===== src/rtl/imhq_ram.sv =====
// ============================================================================
// imhq_ram: generic simple dual-port RAM
// One write port, one read port, registered read data (old data on collision).
// ============================================================================
`default_nettype none

module imhq_ram #(
    parameter int WIDTH = 8,
    parameter int DEPTH = 256
) (
    input  wire logic                     clk,
    input  wire logic                     we,
    input  wire logic [$clog2(DEPTH)-1:0] waddr,
    input  wire logic [WIDTH-1:0]         wdata,
    input  wire logic [$clog2(DEPTH)-1:0] raddr,
    output logic      [WIDTH-1:0]         rdata
);

    logic [WIDTH-1:0] mem [DEPTH];

    always_ff @(posedge clk)
    begin
        if (we)
        begin
            mem[waddr] <= wdata;
        end
        rdata <= mem[raddr];
    end

endmodule

`default_nettype wire


===== config.mk =====
export PLATFORM = sky130hd
export DESIGN_NAME = imhq_ram
export DESIGN_NICKNAME = d
export VERILOG_FILES = /design/src/rtl/imhq_ram.sv
export SDC_FILE = /design/constraint.sdc
export NUM_CORES = 2
export LEC_CHECK = 0
export BUFFER_PORTS_ARGS = -buffer_cell sky130_fd_sc_hd__buf_2
export CAP_MARGIN = 20
export CORE_ASPECT_RATIO = 0.5
export CORE_MARGIN = 2
export CORE_UTILIZATION = 55
export CTS_CLUSTER_DIAMETER = 150
export DETAILED_ROUTE_END_ITERATION = 8
export GPL_ROUTABILITY_DRIVEN = 0
export PLACE_DENSITY_LB_ADDON = 0.3
export REMOVE_ABC_BUFFERS = 1
export SETUP_SLACK_MARGIN = 0.5
export SKIP_CTS_REPAIR_TIMING = 1
export SLEW_MARGIN = 20
export SYNTH_ARGS = -nofsm -noshare
export SYNTH_HDL_FRONTEND = slang
export SYNTH_SLANG_ARGS = --single-unit

===== constraint.sdc =====
create_clock -name clk -period 3.95 [get_ports clk]
set_clock_uncertainty 0.1 [all_clocks]
set_input_delay 0.1975 -clock clk [delete_from_list [all_inputs] [get_ports clk]]
set_output_delay 0.1975 -clock clk [all_outputs]
set_load 0.01 [all_outputs]

# Word level (Yosys, flattened, before mapping)
# Memory sizes are Yosys's and may differ from the RTL's. A register that Yosys moved wholly into a read port is not among the register bits.
# Index checks and enable logic that the tools add are counted.
# word_totals
mem_count	1
reg_bits	0
word_cells	3
in_bits	26
out_inout_bits	8
ramBits	2048
# op_classes
n_mux	2
# memory_table
memory	words	word_bits	rd	rd_ports_with_merged_regs	write_ports	line	text
mem	256	8	1	1	1	19	logic [WIDTH-1:0] mem [DEPTH];
# ops
operator	count
$mux W1	2

# Logic depth before layout (Yosys ltp)
# logic_depth
word_depth	2
mapped_depth	11
ltp_nobuf	6

# Least setup slack after synthesis
# No wires, ideal clock.
# synth_timing
kind	input port to flip-flop
startpoint	input port raddr[0]
endpoint	register rdata[2] (read register of mem)
n_path_buf	4
arrival_time_ns	2.004
setup_slack_ns	1.715
cell_stages	9
setup_time_ns	0.131
required_time_ns	3.719
path_cell_list	buf_6 -> buf_12 -> buf_8 -> buf_2 -> mux4_2 -> a22oi_1 -> a21oi_1 -> nor4_1 -> nor4_2
# synth_lines
element	line	text
start: declaration	15	input wire logic [$clog2(DEPTH)-1:0] raddr,
end: declaration	16	output logic [WIDTH-1:0] rdata

==> metrics.yaml <==
rsz0062_at_grt: "false"
critPathCaptureType: "flip-flop"
hold_class: "primary input to flip-flop"
grt_pass1_wl_um: 279000
path_delay_family: "compound AO/OA/AOI/OAI gates"
cap_violations: 0
min_to: "mem[0][1]$_DFFE_PP_"
nFillCells: 9510
clk_latency_ns: 0.81
syn_to_final_growth_pct: 10.7
fmax_ghz: 0.334
failed_checks: "design-rule violations, negative hold slack"
nets: 3950
critPathKind: "flip-flop to flip-flop"
slowest_stage: "a221oi_1"
async_flop_share_pct: 0
routedWlPerCell_um: 32.5
synth-edff-count: 2048
critical_path_buf_inv_count: 0
firstDrtPassIters: 7
outcome: "complete, but fails checks"
cp_cell_sequence: "mux4_2 > a22o_1 > a221oi_1 > o32ai_1 > nor3_1 > nor4_1"
cellPowerDensity_nw_per_um2: 485
grt_pass1_vias: 39070
worst_pin_slew_ns: 1.08
die_w_um: 542
netlist_area_um2: 79600
cts_buffers: 170
drt_iter0_markers: 6019
syn_inst: 3733
wl_um: 194000
clkSinkCount: 2056
finalSetupViolCount: 0
die-area_um2: 148000
clk_pin_slew_ns: 0.07
antenna_found_initial: 6
required_ns: 4.51
place_hpwl_um: 120000
multi_input_area_um2: 16500
via_per_inst: 6.69
synthTopCellsByArea: "edfxtp_1, mux4_2, mux2i_1"
synth-main-ff-cell: "edfxtp_1"
start_kind: "flip-flop"
yosysWarnings: 0
leakagePower_nw: 27.2
synth_top_area_share_pct: 77.3
period_minus_slack_ns: 2.99
drive_gt1_share_pct: 23.6
cts_root_buffer: "clkbuf_16"
die_height_um: 273
post-route-period-util_pct: 75.7
synthDistinctLibCells: 55
synth_top_cell_by_area: "edfxtp_1"
placedCellCount: 5648
crit_arrival_ns: 3.55
ys_seq_area_share_pct: 77.5
r2r_slack_ns: 0.96
synth-seq-cells: 2056
portBuffers: 33
synth.avg_cell_area_um2: 21.3
drc: 2
hold-path-cell-count: 1
worst_slack_ns: 0.959
core_area_um2: 143000
r2r_cells: 6
crit_start: "mem[83][3]$_DFFE_PP_"
seq_area_um2: 61700
cpPeakStageDelay_ns: 0.76
io_pins: 34
grt_overflow: 0
hold_violations: 2
final_core_util_pct: 61.5
preCtsSetupSlack_ns: 0.282
r2r_end: "rdata[3]$_DFF_P_"
start_util_pct: 55.5
grt_max_degree: 158
ant_nets: 0
final_cells: 5962
h-tree-depth: 4
hold_ws_ns: -0.00663
grt_usage_pct: 26.4
num_rows: 98
maxSlewViolCount: 0
clock_path_buffers: 3
vias: 39901
ir_drop_uv: 384
cts_tree: "done"
r2r-start: "mem[83][3]$_DFFE_PP_"
hp-start: "wdata[1]"
critPathMaxFanout: 1
relSlewSlack_pct: 28.3
-- power breakdown --
| part | total [mW] | internal (mW) | switching, mW |
|---|---|---|---|
| registers | 24.1 | 24.0 | 0.0438 |
| logic | 2.21 | 0.775 | 1.44 |
| clock network | 16.4 | 8.69 | 7.72 |
| total | 42.7 | 33.5 | 9.20 |
-- metrics by stage --
step                      instance area (um^2)  setup TNS [ns]  power [mW]  hold WS (ns)
after floorplan                          78100               0        25.4         0.196
after global placement                   82700          -0.245        26.7         0.556
after detailed placement                 82700               0        26.7         0.562
after CTS                                88000               0        42.8       -0.0831
after global routing                     88100               0        43.8        0.0436
final                                    88100               0        42.7      -0.00663
-- metal layers --
metal,part of all wire [%],vias up,GRT usage [%]
li1,-,16051,-
met1,39,20988,39.1
met2,46,2525,39.7
met3,12,337,6.50
met4,2.8,0,7.44
met5,0,-,0
-- Yosys cell counts, types with 5 or more instances --
master,instances
buf_6,21
buf_2,31
buf_4,27
dfxtp_1,8
nand2_1,33
nor4_1,24
mux4_2,454
o22ai_1,28
o221ai_1,46
nor3_1,22
and2_1,6
nand2b_1,8
a21oi_1,96
edfxtp_1,2048
a22oi_1,133
buf_12,8
a221oi_1,13
o21ai_0,10
buf_8,13
nor2_1,282
o211ai_1,10
clkbuf_1,111
a22o_1,8
buf_1,22
mux2i_1,134
nand3_1,34
a211oi_1,16
nand4_1,10
nor2b_1,31
o22a_1,5
-- worst reg2reg max path, delay by kind of cell, from the launching register on --
kind / cells / cell delay (ns)
AO/OA/AOI/OAI: 3 / 1.28
flip-flops: 1 / 0.40
multiplexers: 1 / 0.48
AND/OR/NAND/NOR: 2 / 0.60
-- registers in the layout, indices dropped and copies added (netlist names) --
register / cells
mem: 2048
rdata: 8
-- logic make-up after synthesis --
group                  Yosys count  synth area share, %
buffers and inverters          235                 1.83
and+or+nand+nor                466                 2.63
AOI/OAI and AO/OA              385                 3.42
DFF                           2056                 77.5
muxes                          591                 14.6
-- cells in the final DEF (no fill, tap or decap), types with 13 or more instances in the layout --
cell type / n
nand2_1: 32
clkinv_1: 38
a21oi_1: 96
nor3_1: 22
nor4_1: 21
o221ai_1: 46
buf_4: 190
mux2i_1: 134
a211oi_1: 16
nor2b_1: 27
clkbuf_1: 38
buf_2: 23
o22ai_1: 28
a22oi_1: 133
buf_12: 25
clkinv_2: 29
clkbuf_16: 174
nand3_1: 34
a221oi_1: 13
mux4_2: 454
edfxtp_1: 2048
nor2_1: 279
-- final cells by class --
type	count	share of cell area [%]
repair buffers	252	2.54
inverters	2	0.00852
clock buffers	217	5.18
multi-input cells	1442	18.7
flip-flops and latches	2056	70.0
clock inverters	91	0.837
diodes	2	0.00568
well taps	1900	2.70
-- worst max path at each step --
| stage | endpoint | depth (start not counted) |
|---|---|---|
| global placement | rdata[6]$_DFF_P_ | 8 |
| CTS | rdata[3]$_DFF_P_ | 6 |
| detailed placement | rdata[2]$_DFF_P_ | 9 |
| finish | rdata[3]$_DFF_P_ | 6 |
| global route | rdata[3]$_DFF_P_ | 6 |
| floorplan | rdata[6]$_DFF_P_ | 6 |
Power figures use the tool's default switching activity.
