$ cat config.mk
export PLATFORM = sky130hd
export DESIGN_NAME = imhq_core_flat
export DESIGN_NICKNAME = d
export VERILOG_FILES = /design/src/rtl/imhq_pkg.sv /design/src/rtl/imhq_if.sv /design/src/rtl/imhq_core.sv /design/src/flat_wrapper.sv
export SDC_FILE = /design/constraint.sdc
export NUM_CORES = 1
export LEC_CHECK = 0
export BUFFER_PORTS_ARGS = -buffer_cell sky130_fd_sc_hd__buf_4
export CORE_MARGIN = 1.5
export CORE_UTILIZATION = 45
export CTS_CLUSTER_DIAMETER = 50
export DETAILED_ROUTE_END_ITERATION = 12
export PLACE_DENSITY = 0.65
export SLEW_MARGIN = 5
export SYNTH_ARGS = -nofsm -noshare
export SYNTH_HDL_FRONTEND = slang
export SYNTH_SLANG_ARGS = --single-unit
$ cat constraint.sdc
create_clock -name clk -period 9.9 [get_ports clk]
set_clock_uncertainty 0.2 [all_clocks]
set_input_delay 0.495 -clock clk [delete_from_list [all_inputs] [get_ports clk]]
set_output_delay 0.495 -clock clk [all_outputs]
set_load 0.02 [all_outputs]
$ cat src/rtl/imhq_pkg.sv
// ============================================================================
// imhq_pkg: shared constants and types of the indexed min-heap queue
// Request modes, status codes, field widths and the result record.
// ============================================================================
`default_nettype none

package imhq_pkg;

    localparam int CAPACITY_DEF      = 256;
    localparam int HANDLE_COUNT_DEF  = 256;
    localparam int PRIORITY_BITS_DEF = 32;

    localparam int MODE_W     = 2;
    localparam int HANDLE_W   = 8;
    localparam int PRIO_REQ_W = 32;
    localparam int STATUS_W   = 3;
    localparam int OCC_W      = 9;

    localparam logic [MODE_W-1:0] MODE_PUSH     = 2'd0;
    localparam logic [MODE_W-1:0] MODE_POP      = 2'd1;
    localparam logic [MODE_W-1:0] MODE_DEC_KEY  = 2'd2;
    localparam logic [MODE_W-1:0] MODE_CONTAINS = 2'd3;

    localparam logic [STATUS_W-1:0] ST_OK         = 3'd0;
    localparam logic [STATUS_W-1:0] ST_EMPTY      = 3'd1;
    localparam logic [STATUS_W-1:0] ST_FULL       = 3'd2;
    localparam logic [STATUS_W-1:0] ST_PRESENT    = 3'd3;
    localparam logic [STATUS_W-1:0] ST_ABSENT     = 3'd4;
    localparam logic [STATUS_W-1:0] ST_KEY_LARGER = 3'd5;

    typedef struct packed {
        logic [HANDLE_W-1:0] out_handle;
        logic                present;
        logic [STATUS_W-1:0] status;
        logic [OCC_W-1:0]    occupancy;
    } rsp_t;

endpackage

`default_nettype wire

$ cat src/rtl/imhq_if.sv
// ============================================================================
// imhq_req_if / imhq_rsp_if: request and response channels
// Valid/ready channels; one transaction per edge with valid and ready high.
// ============================================================================
`default_nettype none

interface imhq_req_if
    import imhq_pkg::*;
();
    logic                  valid;
    logic                  ready;
    logic [MODE_W-1:0]     mode;
    logic [HANDLE_W-1:0]   handle;
    logic [PRIO_REQ_W-1:0] priority_req;

    modport source (output valid, output mode, output handle, output priority_req,
                    input ready);
    modport sink   (input valid, input mode, input handle, input priority_req,
                    output ready);
endinterface


`default_nettype wire

$ cat src/rtl/imhq_core.sv
// ============================================================================
// imhq_core: heap sequencer
// Decodes a request, walks the heap one level per pass with a single compare
// path, moves the hole and keeps the handle-to-slot map in step.
// ============================================================================
`default_nettype none

module imhq_core
    import imhq_pkg::*;
#(
    parameter int CAPACITY      = CAPACITY_DEF,
    parameter int HANDLE_COUNT  = HANDLE_COUNT_DEF,
    parameter int PRIORITY_BITS = PRIORITY_BITS_DEF,
    localparam int SIDX_W = $clog2(CAPACITY),
    localparam int HIDX_W = $clog2(HANDLE_COUNT),
    localparam int SLOT_W = PRIORITY_BITS + HANDLE_W,
    localparam int MAP_W  = SIDX_W + 1
) (
    input  wire logic              clk,
    input  wire logic              rst_n,
    imhq_req_if.sink               req,
    input  wire logic              rsp_free,
    output logic                   rsp_load,
    output rsp_t                   rsp_data,
    output logic                   s_we,
    output logic [SIDX_W-1:0]      s_waddr,
    output logic [SLOT_W-1:0]      s_wdata,
    output logic [SIDX_W-1:0]      s_raddr,
    input  wire logic [SLOT_W-1:0] s_rdata,
    output logic                   m_we,
    output logic [HIDX_W-1:0]      m_waddr,
    output logic [MAP_W-1:0]       m_wdata,
    output logic [HIDX_W-1:0]      m_raddr,
    input  wire logic [MAP_W-1:0]  m_rdata
);

    localparam int CNT_W = $clog2(CAPACITY + 1);
    localparam int CW    = SIDX_W + 2;

    typedef enum logic [10:0] {
        S_CLEAR    = 11'b000_0000_0001,
        S_IDLE     = 11'b000_0000_0010,
        S_LOOK     = 11'b000_0000_0100,
        S_POP_LAST = 11'b000_0000_1000,
        S_DK_RD    = 11'b000_0001_0000,
        S_UP_RD    = 11'b000_0010_0000,
        S_UP_CMP   = 11'b000_0100_0000,
        S_DN_L     = 11'b000_1000_0000,
        S_DN_R     = 11'b001_0000_0000,
        S_DN_CMP   = 11'b010_0000_0000,
        S_RESP     = 11'b100_0000_0000
    } state_t;

    state_t                    state_reg, state_next;
    logic [HIDX_W-1:0]         clr_reg, clr_next;
    logic [CNT_W-1:0]          count_reg, count_next;
    logic [MODE_W-1:0]         mode_reg, mode_next;
    logic [HANDLE_W-1:0]       handle_reg, handle_next;
    logic [PRIORITY_BITS-1:0]  prio_reg, prio_next;
    logic [SIDX_W-1:0]         idx_reg, idx_next;
    logic [PRIORITY_BITS-1:0]  cur_prio_reg, cur_prio_next;
    logic [HANDLE_W-1:0]       cur_handle_reg, cur_handle_next;
    logic [SLOT_W-1:0]         left_reg, left_next;
    logic [HANDLE_W-1:0]       res_handle_reg, res_handle_next;
    logic                      res_present_reg, res_present_next;
    logic [STATUS_W-1:0]       res_status_reg, res_status_next;

    logic [PRIORITY_BITS-1:0]  rd_prio;
    logic [HANDLE_W-1:0]       rd_handle;
    logic [PRIORITY_BITS-1:0]  left_prio;
    logic [HANDLE_W-1:0]       left_handle;
    logic                      hvalid;
    logic                      queued;
    logic [SIDX_W-1:0]         map_slot;
    logic [SIDX_W-1:0]         up_slot;
    logic [CW-1:0]             left_w;
    logic [CW-1:0]             right_w;
    logic [CW-1:0]             cnt_w;
    logic                      pick_left;
    logic                      pick_right;
    logic [PRIORITY_BITS-1:0]  best_prio;

    assign rd_prio     = s_rdata[SLOT_W-1 -: PRIORITY_BITS];
    assign rd_handle   = s_rdata[HANDLE_W-1:0];
    assign left_prio   = left_reg[SLOT_W-1 -: PRIORITY_BITS];
    assign left_handle = left_reg[HANDLE_W-1:0];
    assign hvalid      = 32'(handle_reg) < HANDLE_COUNT;
    assign queued      = hvalid && m_rdata[SIDX_W];
    assign map_slot    = m_rdata[SIDX_W-1:0];
    assign up_slot     = (idx_reg - SIDX_W'(1)) >> 1;
    assign left_w      = CW'({idx_reg, 1'b1});
    assign right_w     = left_w + CW'(1);
    assign cnt_w       = CW'(count_reg);
    assign pick_left   = left_prio < cur_prio_reg;
    assign best_prio   = pick_left ? left_prio : cur_prio_reg;
    assign pick_right  = (right_w < cnt_w) && (rd_prio < best_prio);

    assign rsp_data.out_handle = res_handle_reg;
    assign rsp_data.present    = res_present_reg;
    assign rsp_data.status     = res_status_reg;
    assign rsp_data.occupancy  = OCC_W'(count_reg);

    always_comb
    begin
        state_next       = state_reg;
        clr_next         = clr_reg;
        count_next       = count_reg;
        mode_next        = mode_reg;
        handle_next      = handle_reg;
        prio_next        = prio_reg;
        idx_next         = idx_reg;
        cur_prio_next    = cur_prio_reg;
        cur_handle_next  = cur_handle_reg;
        left_next        = left_reg;
        res_handle_next  = res_handle_reg;
        res_present_next = res_present_reg;
        res_status_next  = res_status_reg;
        req.ready        = 1'b0;
        rsp_load         = 1'b0;
        s_we             = 1'b0;
        s_waddr          = idx_reg;
        s_wdata          = {cur_prio_reg, cur_handle_reg};
        s_raddr          = '0;
        m_we             = 1'b0;
        m_waddr          = HIDX_W'(cur_handle_reg);
        m_wdata          = {1'b1, idx_reg};
        m_raddr          = HIDX_W'(handle_reg);

        case (state_reg)
            S_CLEAR:
            begin
                m_we     = 1'b1;
                m_waddr  = clr_reg;
                m_wdata  = '0;
                clr_next = clr_reg + HIDX_W'(1);
                if (clr_reg == HIDX_W'(HANDLE_COUNT - 1))
                begin
                    state_next = S_IDLE;
                end
            end
            S_IDLE:
            begin
                req.ready = 1'b1;
                m_raddr   = HIDX_W'(req.handle);
                if (req.valid)
                begin
                    mode_next        = req.mode;
                    handle_next      = req.handle;
                    prio_next        = PRIORITY_BITS'(req.priority_req);
                    res_handle_next  = '0;
                    res_present_next = 1'b0;
                    res_status_next  = ST_OK;
                    state_next       = S_LOOK;
                end
            end
            S_LOOK:
            begin
                state_next = S_RESP;
                case (mode_reg)
                    MODE_PUSH:
                    begin
                        if (!hvalid)
                        begin
                            res_status_next = ST_ABSENT;
                        end
                        else if (queued)
                        begin
                            res_status_next = ST_PRESENT;
                        end
                        else if (count_reg == CNT_W'(CAPACITY))
                        begin
                            res_status_next = ST_FULL;
                        end
                        else
                        begin
                            cur_prio_next   = prio_reg;
                            cur_handle_next = handle_reg;
                            idx_next        = SIDX_W'(count_reg);
                            count_next      = count_reg + CNT_W'(1);
                            state_next      = S_UP_RD;
                        end
                    end
                    MODE_POP:
                    begin
                        if (count_reg == '0)
                        begin
                            res_status_next = ST_EMPTY;
                        end
                        else
                        begin
                            res_handle_next = rd_handle;
                            m_we            = 1'b1;
                            m_waddr         = HIDX_W'(rd_handle);
                            m_wdata         = '0;
                            count_next      = count_reg - CNT_W'(1);
                            if (count_reg != CNT_W'(1))
                            begin
                                s_raddr    = SIDX_W'(count_reg - CNT_W'(1));
                                state_next = S_POP_LAST;
                            end
                        end
                    end
                    MODE_DEC_KEY:
                    begin
                        if (!queued || (CNT_W'(map_slot) >= count_reg))
                        begin
                            res_status_next = ST_ABSENT;
                        end
                        else
                        begin
                            idx_next   = map_slot;
                            s_raddr    = map_slot;
                            state_next = S_DK_RD;
                        end
                    end
                    MODE_CONTAINS:
                    begin
                        res_present_next = queued;
                    end
                    default:
                    begin
                        res_present_next = 1'b0;
                    end
                endcase
            end
            S_POP_LAST:
            begin
                cur_prio_next   = rd_prio;
                cur_handle_next = rd_handle;
                idx_next        = '0;
                state_next      = S_DN_L;
            end
            S_DK_RD:
            begin
                if (prio_reg > rd_prio)
                begin
                    res_status_next = ST_KEY_LARGER;
                    state_next      = S_RESP;
                end
                else
                begin
                    cur_prio_next   = prio_reg;
                    cur_handle_next = handle_reg;
                    state_next      = S_UP_RD;
                end
            end
            S_UP_RD:
            begin
                if (idx_reg == '0)
                begin
                    s_we       = 1'b1;
                    m_we       = 1'b1;
                    state_next = S_RESP;
                end
                else
                begin
                    s_raddr    = up_slot;
                    state_next = S_UP_CMP;
                end
            end
            S_UP_CMP:
            begin
                s_we = 1'b1;
                m_we = 1'b1;
                if (cur_prio_reg < rd_prio)
                begin
                    s_wdata    = s_rdata;
                    m_waddr    = HIDX_W'(rd_handle);
                    idx_next   = up_slot;
                    state_next = S_UP_RD;
                end
                else
                begin
                    state_next = S_RESP;
                end
            end
            S_DN_L:
            begin
                if (left_w >= cnt_w)
                begin
                    s_we       = 1'b1;
                    m_we       = 1'b1;
                    state_next = S_RESP;
                end
                else
                begin
                    s_raddr    = SIDX_W'(left_w);
                    state_next = S_DN_R;
                end
            end
            S_DN_R:
            begin
                left_next = s_rdata;
                if (right_w < cnt_w)
                begin
                    s_raddr = SIDX_W'(right_w);
                end
                state_next = S_DN_CMP;
            end
            S_DN_CMP:
            begin
                s_we = 1'b1;
                m_we = 1'b1;
                if (pick_right)
                begin
                    s_wdata    = s_rdata;
                    m_waddr    = HIDX_W'(rd_handle);
                    idx_next   = SIDX_W'(right_w);
                    state_next = S_DN_L;
                end
                else if (pick_left)
                begin
                    s_wdata    = left_reg;
                    m_waddr    = HIDX_W'(left_handle);
                    idx_next   = SIDX_W'(left_w);
                    state_next = S_DN_L;
                end
                else
                begin
                    state_next = S_RESP;
                end
            end
            S_RESP:
            begin
                if (rsp_free)
                begin
                    rsp_load   = 1'b1;
                    state_next = S_IDLE;
                end
            end
            default:
            begin
                state_next = S_IDLE;
            end
        endcase
    end

    always_ff @(posedge clk or negedge rst_n)
    begin
        if (!rst_n)
        begin
            state_reg <= S_CLEAR;
            clr_reg   <= '0;
            count_reg <= '0;
        end
        else
        begin
            state_reg <= state_next;
            clr_reg   <= clr_next;
            count_reg <= count_next;
        end
    end

    always_ff @(posedge clk)
    begin
        mode_reg        <= mode_next;
        handle_reg      <= handle_next;
        prio_reg        <= prio_next;
        idx_reg         <= idx_next;
        cur_prio_reg    <= cur_prio_next;
        cur_handle_reg  <= cur_handle_next;
        left_reg        <= left_next;
        res_handle_reg  <= res_handle_next;
        res_present_reg <= res_present_next;
        res_status_reg  <= res_status_next;
    end

endmodule

`default_nettype wire

$ cat src/flat_wrapper.sv
// flat-port wrapper written by rule: the top's interface ports become plain ports
module imhq_core_flat import imhq_pkg::*;
#(
    parameter int CAPACITY      = CAPACITY_DEF,
    parameter int HANDLE_COUNT  = HANDLE_COUNT_DEF,
    parameter int PRIORITY_BITS = PRIORITY_BITS_DEF,
    localparam int SIDX_W = $clog2(CAPACITY),
    localparam int HIDX_W = $clog2(HANDLE_COUNT),
    localparam int SLOT_W = PRIORITY_BITS + HANDLE_W,
    localparam int MAP_W  = SIDX_W + 1
)
  (clk, rst_n, rsp_free, rsp_load, rsp_data, s_we, s_waddr, s_wdata, s_raddr, s_rdata, m_we, m_waddr, m_wdata, m_raddr, m_rdata, req_valid, req_mode, req_handle, req_priority_req, req_ready);
  imhq_req_if req_i ();
  input  wire logic clk;
  input  wire logic rst_n;
  input  wire logic rsp_free;
  output logic rsp_load;
  output rsp_t rsp_data;
  output logic s_we;
  output logic [SIDX_W-1:0] s_waddr;
  output logic [SLOT_W-1:0] s_wdata;
  output logic [SIDX_W-1:0] s_raddr;
  input  wire logic [SLOT_W-1:0] s_rdata;
  output logic m_we;
  output logic [HIDX_W-1:0] m_waddr;
  output logic [MAP_W-1:0] m_wdata;
  output logic [HIDX_W-1:0] m_raddr;
  input  wire logic [MAP_W-1:0] m_rdata;
  input wire logic [$bits(req_i.valid)-1:0] req_valid;
  input wire logic [$bits(req_i.mode)-1:0] req_mode;
  input wire logic [$bits(req_i.handle)-1:0] req_handle;
  input wire logic [$bits(req_i.priority_req)-1:0] req_priority_req;
  output wire logic [$bits(req_i.ready)-1:0] req_ready;
  assign req_i.valid = req_valid;
  assign req_i.mode = req_mode;
  assign req_i.handle = req_handle;
  assign req_i.priority_req = req_priority_req;
  assign req_ready = req_i.ready;
  imhq_core #(.CAPACITY(CAPACITY), .HANDLE_COUNT(HANDLE_COUNT), .PRIORITY_BITS(PRIORITY_BITS)) u_core (.clk(clk), .rst_n(rst_n), .req(req_i), .rsp_free(rsp_free), .rsp_load(rsp_load), .rsp_data(rsp_data), .s_we(s_we), .s_waddr(s_waddr), .s_wdata(s_wdata), .s_raddr(s_raddr), .s_rdata(s_rdata), .m_we(m_we), .m_waddr(m_waddr), .m_wdata(m_wdata), .m_raddr(m_raddr), .m_rdata(m_rdata));
endmodule
# Word level (Yosys, flattened, before mapping)
# Cells that the tools add are included.
# op_classes
add_sub_neg,5
muxes,85
multipliers,0
n_reduce_logical,21
eq_ne,41
div,0
n_bitwise,0
shift,0
n_lt_le_gt_ge,7
# op_table
op,count
$mux 8,24
$mux 32,5
$mux 11,14
$pmux 11 s11,1
$mux 40,3
$lt 32x32->1,3
$pmux 32 s3,1
$pmux 8 s4,3
$pmux 40 s2,1
$pmux 8 s2,3
$mux 9,5
$pmux 9 s2,2
$pmux 11 s3,1
$gt 32x32->1,1
$ne 2x2->1 const B,12
$pmux 8 s3,1
$mux 3,6
$pmux 3 s3,2
$reduce_and 7->1,2
$eq 11x1->1 const B,1
$eq 11x10->1 const B,1
$eq 11x11->1 const B,1
$eq 11x2->1 const B,1
$eq 11x3->1 const B,1
44 further kinds,64
# totals
rom_bits,0
latchBits,0
out_inout_bits,106
in_bits,95
mem_count,0
ram_bits,0
register_bits,170
word_cells,172

# Depth between registers and ports, before layout
# Gate-level depths: netlist of the first run.
# depth
depth_word,6
ltp_mapped,22
ltp_nobuf,18

# Worst setup path before layout of the first run
# No wires, ideal clock.
# synth_timing
path_type,register -> output
start,reg u_core.state_reg[6]
end,out s_raddr[5]
path_stages_with_launch,8
setup_slack_ps,2397
path_buffers,1
arrival_ps,6808
required_time_ps,9205
path_cell_list,dfrtp_1 > clkbuf_1 > nor4_1 > nand2_1 > nor4b_1 > nand2_1 > o221a_2 > o211ai_1
# synth_between
elab_chain_len,2
word_cells_on_any_way,5
classes_between,eq/ne (4); mux (1)
# synth_rtl
element,line,rtl
from (decl),imhq_core.sv:54,"state_t state_reg, state_next;"
from (signal assigned),imhq_core.sv:348,state_reg <= state_next;
$eq 11x9->1 (tied with other cells),imhq_core.sv:129,case (state_reg)
$pmux 8 s4 (*),imhq_core.sv:129,
to (decl),flat_wrapper.sv:22,output logic [SIDX_W-1:0] s_raddr;
# Mark *: on every way between the ends. The rest lies on a longest branch, timed or not.

# Final worst setup path of the first run
# layout_timing
start,reg u_core.cur_prio_reg[27]
end,out s_wdata[2]
# layout_between
elab_chain_len,6
word_cells_on_any_way,9
classes_between,order compare (3); mux (5); reduce/logical (1)
# layout_rtl
element,line,rtl
from (decl),imhq_core.sv:61,"logic [PRIORITY_BITS-1:0] cur_prio_reg, cur_prio_next;"
from (signal assigned),imhq_core.sv:360,cur_prio_reg <= cur_prio_next;
$lt 32x32->1,imhq_core.sv:94,assign pick_left = left_prio < cur_prio_reg;
$mux 32,imhq_core.sv:95,assign best_prio = pick_left ? left_prio : cur_prio_reg;
$lt 32x32->1,imhq_core.sv:96,assign pick_right = (right_w < cnt_w) && (rd_prio < best_prio);
$logic_and 1x1->1,imhq_core.sv:96,
$mux 40,imhq_core.sv:304,if (pick_right)
$pmux 40 s2 (*),imhq_core.sv:129,
to (decl),flat_wrapper.sv:21,output logic [SLOT_W-1:0] s_wdata;
# Marks and branches as above.

==> key figures, run 1 <==
Synth
  – Most used DFF post-synth: sky130_fd_sc_hd__edfxtp_1
  – Number of cells produced by synthesis: 1,261
  – Sequential cell area fraction in the yosys report: 0.392
  – Post-Syn Nets: 1,517
  – Average cell area after synthesis: 10.0 µm²
  – Unique masters post-synth: 73
  – Synthesized area: 12,700 µm²
  – Flip-flop and latch count after synthesis: 170
  – EDFF count, synth: 142
  – Post-synth ARST share: 0.165
  – YS warnings: 0

Timing
  – Fin crit share: 0.749
  – Final hold slack: 0.0243 ns
  – Final setup viols: 0
  – Fin crit period: 7.42 ns
  – Number of max-slew violations in the final report: 0
  – Setup repair after global routing missed its margin: false
  – Number of hold-slack violations in the final timing report: 0
  – Rel. slew slack: 0.240
  – Slew of the pin with the lowest slew margin: 1.13 ns
  – Setup Total Neg Slack: 0 ns
  – Fmax: 135 MHz

Clock network
  – Total clock sinks: 170
  – # Post-CTS Setup Buffers: 0
  – Clock buffer count from CTS: 17
  – Number of buffers between clock root and the deepest sink: 2
  – Cell at the root of the clock tree: sky130_fd_sc_hd__clkbuf_16
  – Clock-pin slew reported for the worst setup and hold paths after clock tree synthesis: 0.07 ns
  – Clock H-tree levels: 4
  – Clock tree from TritonCTS: yes
  – Clock latency on the worst-skew pair: 0.44 ns

Critical path
  – Startpoint type of the worst setup path: flop
  – Critical path arrival: 6.72 ns
  – Setup Crit Path Kind: reg -> out
  – Maximum net fanout on the critical path: 35
  – Required time reported for the critical path endpoint: 9.21 ns
  – Reg2reg setup slack: 3.65 ns
  – Nature of the critical path endpoint: output port

Power
  – Leakage power figure: 0.00672 µW
  – Switching power total: 990 µW
  – Power density over the cells: 178 nW/µm²
  – Portion of total power attributed to the clock network: 0.250
  – Internal power: 1700 µW
  – Share of total power consumed by net switching: 0.368
  – VDD IR-drop max: 0.115 mV
  – Logic pwr share: 0.373
  – Portion of total power attributed to sequential cells: 0.376

Route
  – Routed wirelength normalized by instance count: 20.8 µm
  – First-pass iteration count of the detailed router: 6
  – Post-DRT Antenna Nets: 0
  – Via-per-instance ratio: 5.82
  – Number of DRC markers in iteration 0: 982
  – Routed WL: 38,100 µm
  – Detailed-route DRC error count: 0
  – Via count of the routed design: 10,675

Status
  – Run status: finished clean

Cells and area
  – Filler Cells Inserted: 2,547
  – Fraction of final layout cells sized beyond drive strength 1: 0.216
  – Final antenna diode count: 0
  – Area of all placed cells without fillers: 15,100 µm²
  – Area grow syn2layout: 19.2%
  – Most common cell after layout, fill and taps aside: sky130_fd_sc_hd__buf_4
  – Largest register FFs: 40
  – Net count, final: 1,702
  – Commonest cells after routing, fill and taps aside: sky130_fd_sc_hd__buf_4, sky130_fd_sc_hd__ha_1, sky130_fd_sc_hd__edfxtp_1, sky130_fd_sc_hd__nand2_1, sky130_fd_sc_hd__inv_1

Global route
  – Vias in the first global route: 10,603
  – Global-route wire length before repair: 59,000 µm
  – Overall track demand over capacity in global routing: 0.266
  – Final global-route overflow total: 0
  – Initial antenna violation count: 0
  – Maximum number of pins on one net before global-route repair: 45

Die
  – Horizontal die dimension: 171 µm
  – Initial standard-cell utilization of the core: 0.456
  – Core outline area: 27,800 µm²
  – Die area: 29,200 µm²
  – I/O pin cnt: 201
  – Die extent in y: 171 µm
  – Cell Rows: 61

Flow run
  – Max-cap violations: 0

Hold path
  – Type of the tightest min-delay check: in -> reg

Place
  – I/O Buffers: 200
  – Standard cell area after detailed placement: 14,500 µm²
  – Placer Congestion: 0.950
  – HPWL reported at the end of detailed placement: 28,600 µm
==> worst max-delay path: stages, from the launching register on <==
cell and delay, ns:
sky130_fd_sc_hd__edfxtp_1 0.44, sky130_fd_sc_hd__inv_1 0.09, sky130_fd_sc_hd__ha_1 0.25, sky130_fd_sc_hd__a21oi_1 0.19, sky130_fd_sc_hd__o21ai_0 0.18, sky130_fd_sc_hd__a2111oi_0 0.39, sky130_fd_sc_hd__nor3_1 0.18, sky130_fd_sc_hd__or4_4 0.76
sky130_fd_sc_hd__mux2i_1 0.22, sky130_fd_sc_hd__ha_1 0.34, sky130_fd_sc_hd__and4_1 0.22, sky130_fd_sc_hd__nand3_1 0.08, sky130_fd_sc_hd__a2111oi_0 0.91, sky130_fd_sc_hd__nand2_1 0.25, sky130_fd_sc_hd__o2111ai_1 0.39, sky130_fd_sc_hd__nor2_1 0.17
sky130_fd_sc_hd__o221a_2 0.66, sky130_fd_sc_hd__nor2_1 0.28, sky130_fd_sc_hd__a221o_1 0.14, sky130_fd_sc_hd__buf_4 0.14
==> synthesized netlist by cell type, types with 5 or more instances <==
library cell | count | share of area
sky130_fd_sc_hd__ha_1 | 161 | 0.16
sky130_fd_sc_hd__edfxtp_1 | 142 | 0.34
sky130_fd_sc_hd__nand2_1 | 129 | 0.038
sky130_fd_sc_hd__inv_1 | 97 | 0.029
sky130_fd_sc_hd__nor2_1 | 74 | 0.022
sky130_fd_sc_hd__a21oi_1 | 57 | 0.023
sky130_fd_sc_hd__mux2i_1 | 51 | 0.040
sky130_fd_sc_hd__o21ai_0 | 51 | 0.020
sky130_fd_sc_hd__mux2_2 | 50 | 0.044
sky130_fd_sc_hd__nand3_1 | 33 | 0.013
sky130_fd_sc_hd__a2bb2oi_1 | 31 | 0.021
sky130_fd_sc_hd__xnor2_1 | 31 | 0.021
sky130_fd_sc_hd__clkbuf_1 | 29 | 0.0086
sky130_fd_sc_hd__dfrtp_1 | 27 | 0.053
sky130_fd_sc_hd__nand4_1 | 25 | 0.012
sky130_fd_sc_hd__nor3_1 | 25 | 0.0099
sky130_fd_sc_hd__a21o_1 | 23 | 0.014
sky130_fd_sc_hd__and2_1 | 23 | 0.011
sky130_fd_sc_hd__nor4_1 | 12 | 0.0059
sky130_fd_sc_hd__a22oi_1 | 10 | 0.0059
sky130_fd_sc_hd__nor2b_1 | 10 | 0.0049
sky130_fd_sc_hd__o211ai_1 | 10 | 0.0059
sky130_fd_sc_hd__a31oi_1 | 9 | 0.0044
sky130_fd_sc_hd__and3_1 | 9 | 0.0044
sky130_fd_sc_hd__a211oi_1 | 8 | 0.0047
sky130_fd_sc_hd__buf_2 | 8 | 0.0032
sky130_fd_sc_hd__nand2b_1 | 8 | 0.0039
sky130_fd_sc_hd__o21ai_1 | 8 | 0.0032
sky130_fd_sc_hd__a211o_1 | 6 | 0.0041
sky130_fd_sc_hd__nor3b_1 | 6 | 0.0036
sky130_fd_sc_hd__or3b_2 | 6 | 0.0041
sky130_fd_sc_hd__a2111oi_0 | 5 | 0.0035
sky130_fd_sc_hd__a221o_1 | 5 | 0.0039
sky130_fd_sc_hd__o21a_1 | 5 | 0.0030
sky130_fd_sc_hd__o31ai_1 | 5 | 0.0030
==> logic make-up after synthesis <==
group / share of synthesized area
simple gates: 0.150
compound gates: 0.144
flops: 0.392
fa+ha+maj: 0.159
buf+inv: 0.0464
mux: 0.0847
xor+xnor: 0.0242
==> routing by layer <==
metal,global-route usage,part of all wire,vias up
met5,0,0,-
met4,0.0927,0.026,0
met3,0.0356,0.066,61
met2,0.434,0.47,378
met1,0.363,0.44,5164
li1,-,-,5072
==> power by group through the flow <==
stage,logic [µW],clock network [µW],registers (µW)
4_1_cts,1000,684,1010
5_1_grt,1100,711,1020
3_3_place_gp,983,0,1020
3_5_place_dp,999,0,1030
2_1_floorplan,625,0,1020
6_report,1000,674,1010
==> metrics by stage <==
stage / setup WS, ns / utilization / power, µW / cells
final: 2.48 / 0.544 / 2690 / 1835
after floorplan: 2.40 / - / 1640 / 1261
after global placement: 3.25 / 0.523 / 2010 / 1804
after detailed placement: 3.07 / 0.523 / 2020 / 1804
after CTS: 2.59 / 0.544 / 2700 / 1835
after global routing: 2.00 / 0.544 / 2840 / 1835
==> timing repair <==
| action | in CTS | in global routing |
|---|---|---|
| endpoints found under the hold margin | 27 | 0 |
| resized for setup | 0 | 0 |
| hold buffers | 1 | 0 |
==> layout make-up <==
cell class	instances	area, µm²	area share
Inverter	98	368	0.0243
Clock buffer	17	425	0.0282
Tap cell	378	473	0.0313
Timing Repair Buffer	212	1590	0.105
Sequential cell	170	4970	0.329
Multi-Input combinational cell	947	7140	0.472
Clock inverter	13	145	0.00961
==> path summary, 6_finish.rpt <==
kind,depth (start not counted),to,from
min,1,u_core.prio_reg[5],req_priority_req[5]
max in group asynchronous,2,u_core.state_reg[0],rst_n
max reg2reg,17,u_core.s_waddr[0],u_core.cur_prio_reg[27]
min reg2reg,1,u_core.clr_reg[6],u_core.clr_reg[6]
max,19,s_wdata[2],u_core.cur_prio_reg[27]
min in group asynchronous,2,u_core.count_reg[6],rst_n
Power figures use the tool's default switching activity.
==> run 2: changes to the inputs <==
Settings changed: ABC_AREA set to 1, PLACE_DENSITY 0.65 to 0.67.
Clock period 9.9 ns to 6.57 ns, I/O delays scaled along.
==> key figures, run 2 <==
Status
  – Run status: finished clean

Power
  – VDD IR-drop max: 0.212 mV
  – Portion of total power attributed to sequential cells: 0.317
  – Portion of total power attributed to the clock network: 0.203
  – Leakage power figure: 0.00771 µW
  – Internal power: 2850 µW
  – Power density over the cells: 302 nW/µm²
  – Logic pwr share: 0.480
  – Switching power total: 2150 µW
  – Share of total power consumed by net switching: 0.431

Cells and area
  – Fraction of final layout cells sized beyond drive strength 1: 0.141
  – Final antenna diode count: 0
  – Filler Cells Inserted: 2,664
  – Area occupied by multi-input gates: 7260 µm²
  – Commonest cells after routing, fill and taps aside: sky130_fd_sc_hd__nand2_1, sky130_fd_sc_hd__inv_1, sky130_fd_sc_hd__buf_4, sky130_fd_sc_hd__ha_1, sky130_fd_sc_hd__edfxtp_1
  – Footprint of the flip-flops and latches: 4970 µm²
  – Most common cell after layout, fill and taps aside: sky130_fd_sc_hd__nand2_1
  – Largest register FFs: 40
  – Net count, final: 2,205
  – Area grow syn2layout: 24.7%
  – Layout Cells excl Fill: 2,346

Route
  – Via-per-instance ratio: 5.54
  – Routed wirelength normalized by instance count: 17.6 µm
  – Via count of the routed design: 13,008
  – Post-DRT Antenna Nets: 0
  – Number of DRC markers in iteration 0: 1,275
  – Routed WL: 41,200 µm
  – Detailed-route DRC error count: 0
  – First-pass iteration count of the detailed router: 5

Synth
  – EDFF count, synth: 142
  – Unique masters post-synth: 51
  – Top area cells in the synthesized netlist: sky130_fd_sc_hd__edfxtp_1, sky130_fd_sc_hd__ha_1, sky130_fd_sc_hd__nand2_1, sky130_fd_sc_hd__inv_1, sky130_fd_sc_hd__nand3_1
  – Largest family of logic cells by synthesized area: simple AND/OR/NAND/NOR gates
  – Sequential cell area fraction in the yosys report: 0.374
  – Post-synth ARST share: 0.165
  – Most frequent cell after synthesis: sky130_fd_sc_hd__nand2_1
  – Post-Syn Nets: 1,944
  – Most area-hungry cell type in the Yosys netlist: sky130_fd_sc_hd__edfxtp_1
  – Area fraction in and, or, nand and nor cells after synthesis: 0.240
  – Post-synthesis compound-gate area fraction: 0.136
  – Number of cells produced by synthesis: 1,688
  – Synthesized area: 13,300 µm²
  – YS warnings: 0
  – Post-synthesis mux area share: 0
  – Flip-flop and latch count after synthesis: 170
  – Most numerous cell types in the synthesized netlist: sky130_fd_sc_hd__nand2_1, sky130_fd_sc_hd__inv_1, sky130_fd_sc_hd__ha_1
  – Xor and xnor area share after synthesis: 0.0159
  – Average cell area after synthesis: 7.86 µm²
  – Most used DFF post-synth: sky130_fd_sc_hd__edfxtp_1
  – Adder-Cell Fraction of Synth Area: 0.152
  – Top-area cell type share of the netlist area: 0.322

Global route
  – Most used routing layer: met2
  – Final global-route overflow total: 0
  – Initial antenna violation count: 0
  – Vias in the first global route: 12,740
  – Met1 capacity usage during global routing: 0.362
  – Met3 Usage GRT: 0.0385
  – Global-route wire length before repair: 65,700 µm
  – Overall track demand over capacity in global routing: 0.272
  – Maximum number of pins on one net before global-route repair: 82
  – Met2 Resource Use GR: 0.445

Die
  – Core outline area: 28,900 µm²
  – Horizontal die dimension: 175 µm
  – I/O pin cnt: 201
  – Die extent in y: 175 µm
  – Cell Rows: 62
  – Initial standard-cell utilization of the core: 0.460
  – Die area: 30,500 µm²

Timing
  – Fin crit share: 0.907
  – Number of max-slew violations in the final report: 0
  – Setup repair after global routing missed its margin: false
  – Slew of the pin with the lowest slew margin: 0.967 ns
  – Fmax: 168 MHz
  – Final setup viols: 0
  – Setup Total Neg Slack: 0 ns
  – Number of hold-slack violations in the final timing report: 0
  – Fin crit period: 5.96 ns
  – Rel. slew slack: 0.347

Critical path
  – Reg2reg setup slack: 1.09 ns
  – Worst r2r src: u_core.cur_prio_reg[31]
  – Setup Crit Path Kind: reg -> out
  – Critical path arrival: 5.43 ns
  – Maximum net fanout on the critical path: 45
  – Nature of the critical path endpoint: output port
  – R2R depth: 24
  – Required time reported for the critical path endpoint: 6.04 ns
  – Startpoint type of the worst setup path: flop
  – Worst r2r dst: u_core.s_waddr[7]

Hold path
  – Hold_sp: req_valid
  – Cell count of the worst hold path: 3
  – Type of the tightest min-delay check: in -> reg
  – Endpoint, Worst Hold: u_core.state_reg[2]

Clock network
  – Clock buffer count from CTS: 17
  – Clock H-tree levels: 4
  – Total clock sinks: 170
  – Clock latency on the worst-skew pair: 0.45 ns
  – Cell at the root of the clock tree: sky130_fd_sc_hd__clkbuf_16
  – # Post-CTS Setup Buffers: 0
  – Number of buffers between clock root and the deepest sink: 2
  – Clock-pin slew reported for the worst setup and hold paths after clock tree synthesis: 0.07 ns
  – Clock tree from TritonCTS: yes

Place
  – HPWL reported at the end of detailed placement: 30,100 µm
  – Placer Congestion: 0.943
  – Cell count after placement: 2,231
  – I/O Buffers: 200

Flow run
  – Max-cap violations: 0
## run 2: cell types whose count changed after synthesis, moves of 25 or more
cell / before / now
sky130_fd_sc_hd__nand2_1: 129 / 432
sky130_fd_sc_hd__inv_1: 97 / 213
sky130_fd_sc_hd__nand3_1: 33 / 136
sky130_fd_sc_hd__o21ai_0: 51 / 125
sky130_fd_sc_hd__mux2i_1: 51 / 0
sky130_fd_sc_hd__mux2_2: 50 / 0
sky130_fd_sc_hd__a2bb2oi_1: 31 / 0
sky130_fd_sc_hd__o211ai_1: 10 / 41
sky130_fd_sc_hd__nor2_1: 74 / 102
sky130_fd_sc_hd__xnor2_1: 31 / 4
sky130_fd_sc_hd__a21oi_1: 57 / 82
## run 2: worst max path at each step
stage / depth (start not counted) / start / endpoint
2_1_floorplan: 11 / u_core.state_reg[7] / s_raddr[4]
3_3_place_gp: 26 / u_core.cur_prio_reg[31] / s_wdata[11]
3_5_place_dp: 26 / u_core.cur_prio_reg[31] / s_wdata[11]
4_1_cts: 26 / u_core.cur_prio_reg[31] / s_wdata[11]
5_1_grt: 25 / u_core.cur_prio_reg[29] / s_wdata[11]
6_report: 25 / u_core.cur_prio_reg[31] / s_wdata[11]
## run 2: logic make-up after synthesis
group                      count (synthesis)
AOI/OAI and AO/OA                        310
xor gates and xnor gates                  24
adders and majority gates                161
buffers and inverters                    275
DFF                                      170
and+or+nand+nor                          748
## run 2: what timing repair did
| item | 4_1_cts | 5_1_grt |
|---|---|---|
| hold buffers | 83 | 0 |
| endpoints found under the hold margin | 110 | 0 |
| gates resized for setup | 0 | 0 |
## run 2: worst max-delay path, stage by stage, from the launching register on
cell and delay, ns:
sky130_fd_sc_hd__edfxtp_1 0.37, sky130_fd_sc_hd__inv_1 0.09, sky130_fd_sc_hd__ha_1 0.30, sky130_fd_sc_hd__nand2_1 0.10
sky130_fd_sc_hd__nor2_2 0.14, sky130_fd_sc_hd__nand2_1 0.10, sky130_fd_sc_hd__nor4_1 0.27, sky130_fd_sc_hd__nand2_1 0.14
sky130_fd_sc_hd__nand2_2 0.55, sky130_fd_sc_hd__buf_4 0.42, sky130_fd_sc_hd__nand2_1 0.08, sky130_fd_sc_hd__o21ai_0 0.11
sky130_fd_sc_hd__ha_1 0.29, sky130_fd_sc_hd__a21oi_1 0.15, sky130_fd_sc_hd__nor2_1 0.06, sky130_fd_sc_hd__a211oi_1 0.19
sky130_fd_sc_hd__o221a_2 0.23, sky130_fd_sc_hd__nand2_2 0.10, sky130_fd_sc_hd__nand2_4 0.15, sky130_fd_sc_hd__nand2_4 0.06
sky130_fd_sc_hd__inv_2 0.21, sky130_fd_sc_hd__buf_4 0.33, sky130_fd_sc_hd__nand2_1 0.08, sky130_fd_sc_hd__nand3_1 0.07
sky130_fd_sc_hd__nand3_1 0.17, sky130_fd_sc_hd__buf_4 0.21
## run 2: per-layer routing
layer / routed length (µm) / up-vias / share of wire
li1: - / 6315 / -
met1: 18400 / 6086 / 0.45
met2: 19100 / 518 / 0.46
met3: 2650 / 89 / 0.064
met4: 1170 / 0 / 0.028
met5: 0 / - / 0
## run 2: power groups by stage
stage               clock [µW]  sequential, µW  combinational [µW]
finish                    1010            1580                2400
global route              1070            1610                2670
CTS                       1030            1580                2390
detailed placement           0            1600                2340
global placement             0            1600                2300
floorplan                    0            1640                1480
## run 2: metrics by stage
stage               hold WS, ns  utilization  setup WS, ns  cell area, µm²  total power, µW
finish                   0.0333        0.573         0.614           16500             5000
global placement         0.0770        0.524          1.13           15100             3900
detailed placement       0.0824        0.524          1.13           15100             3940
floorplan                -0.167            -          1.65           13300             3120
CTS                      0.0170        0.573         0.652           16500             5000
global route             0.0431        0.573         0.170           16500             5350
## run 2: layout make-up
cell class                 count  area share
timing repair buffer         295       0.146
clock buffer                  24      0.0297
inverter                     222      0.0504
sequential                   170       0.300
tap                          384      0.0291
clock inverter                 8     0.00514
multi-input combinational   1243       0.439
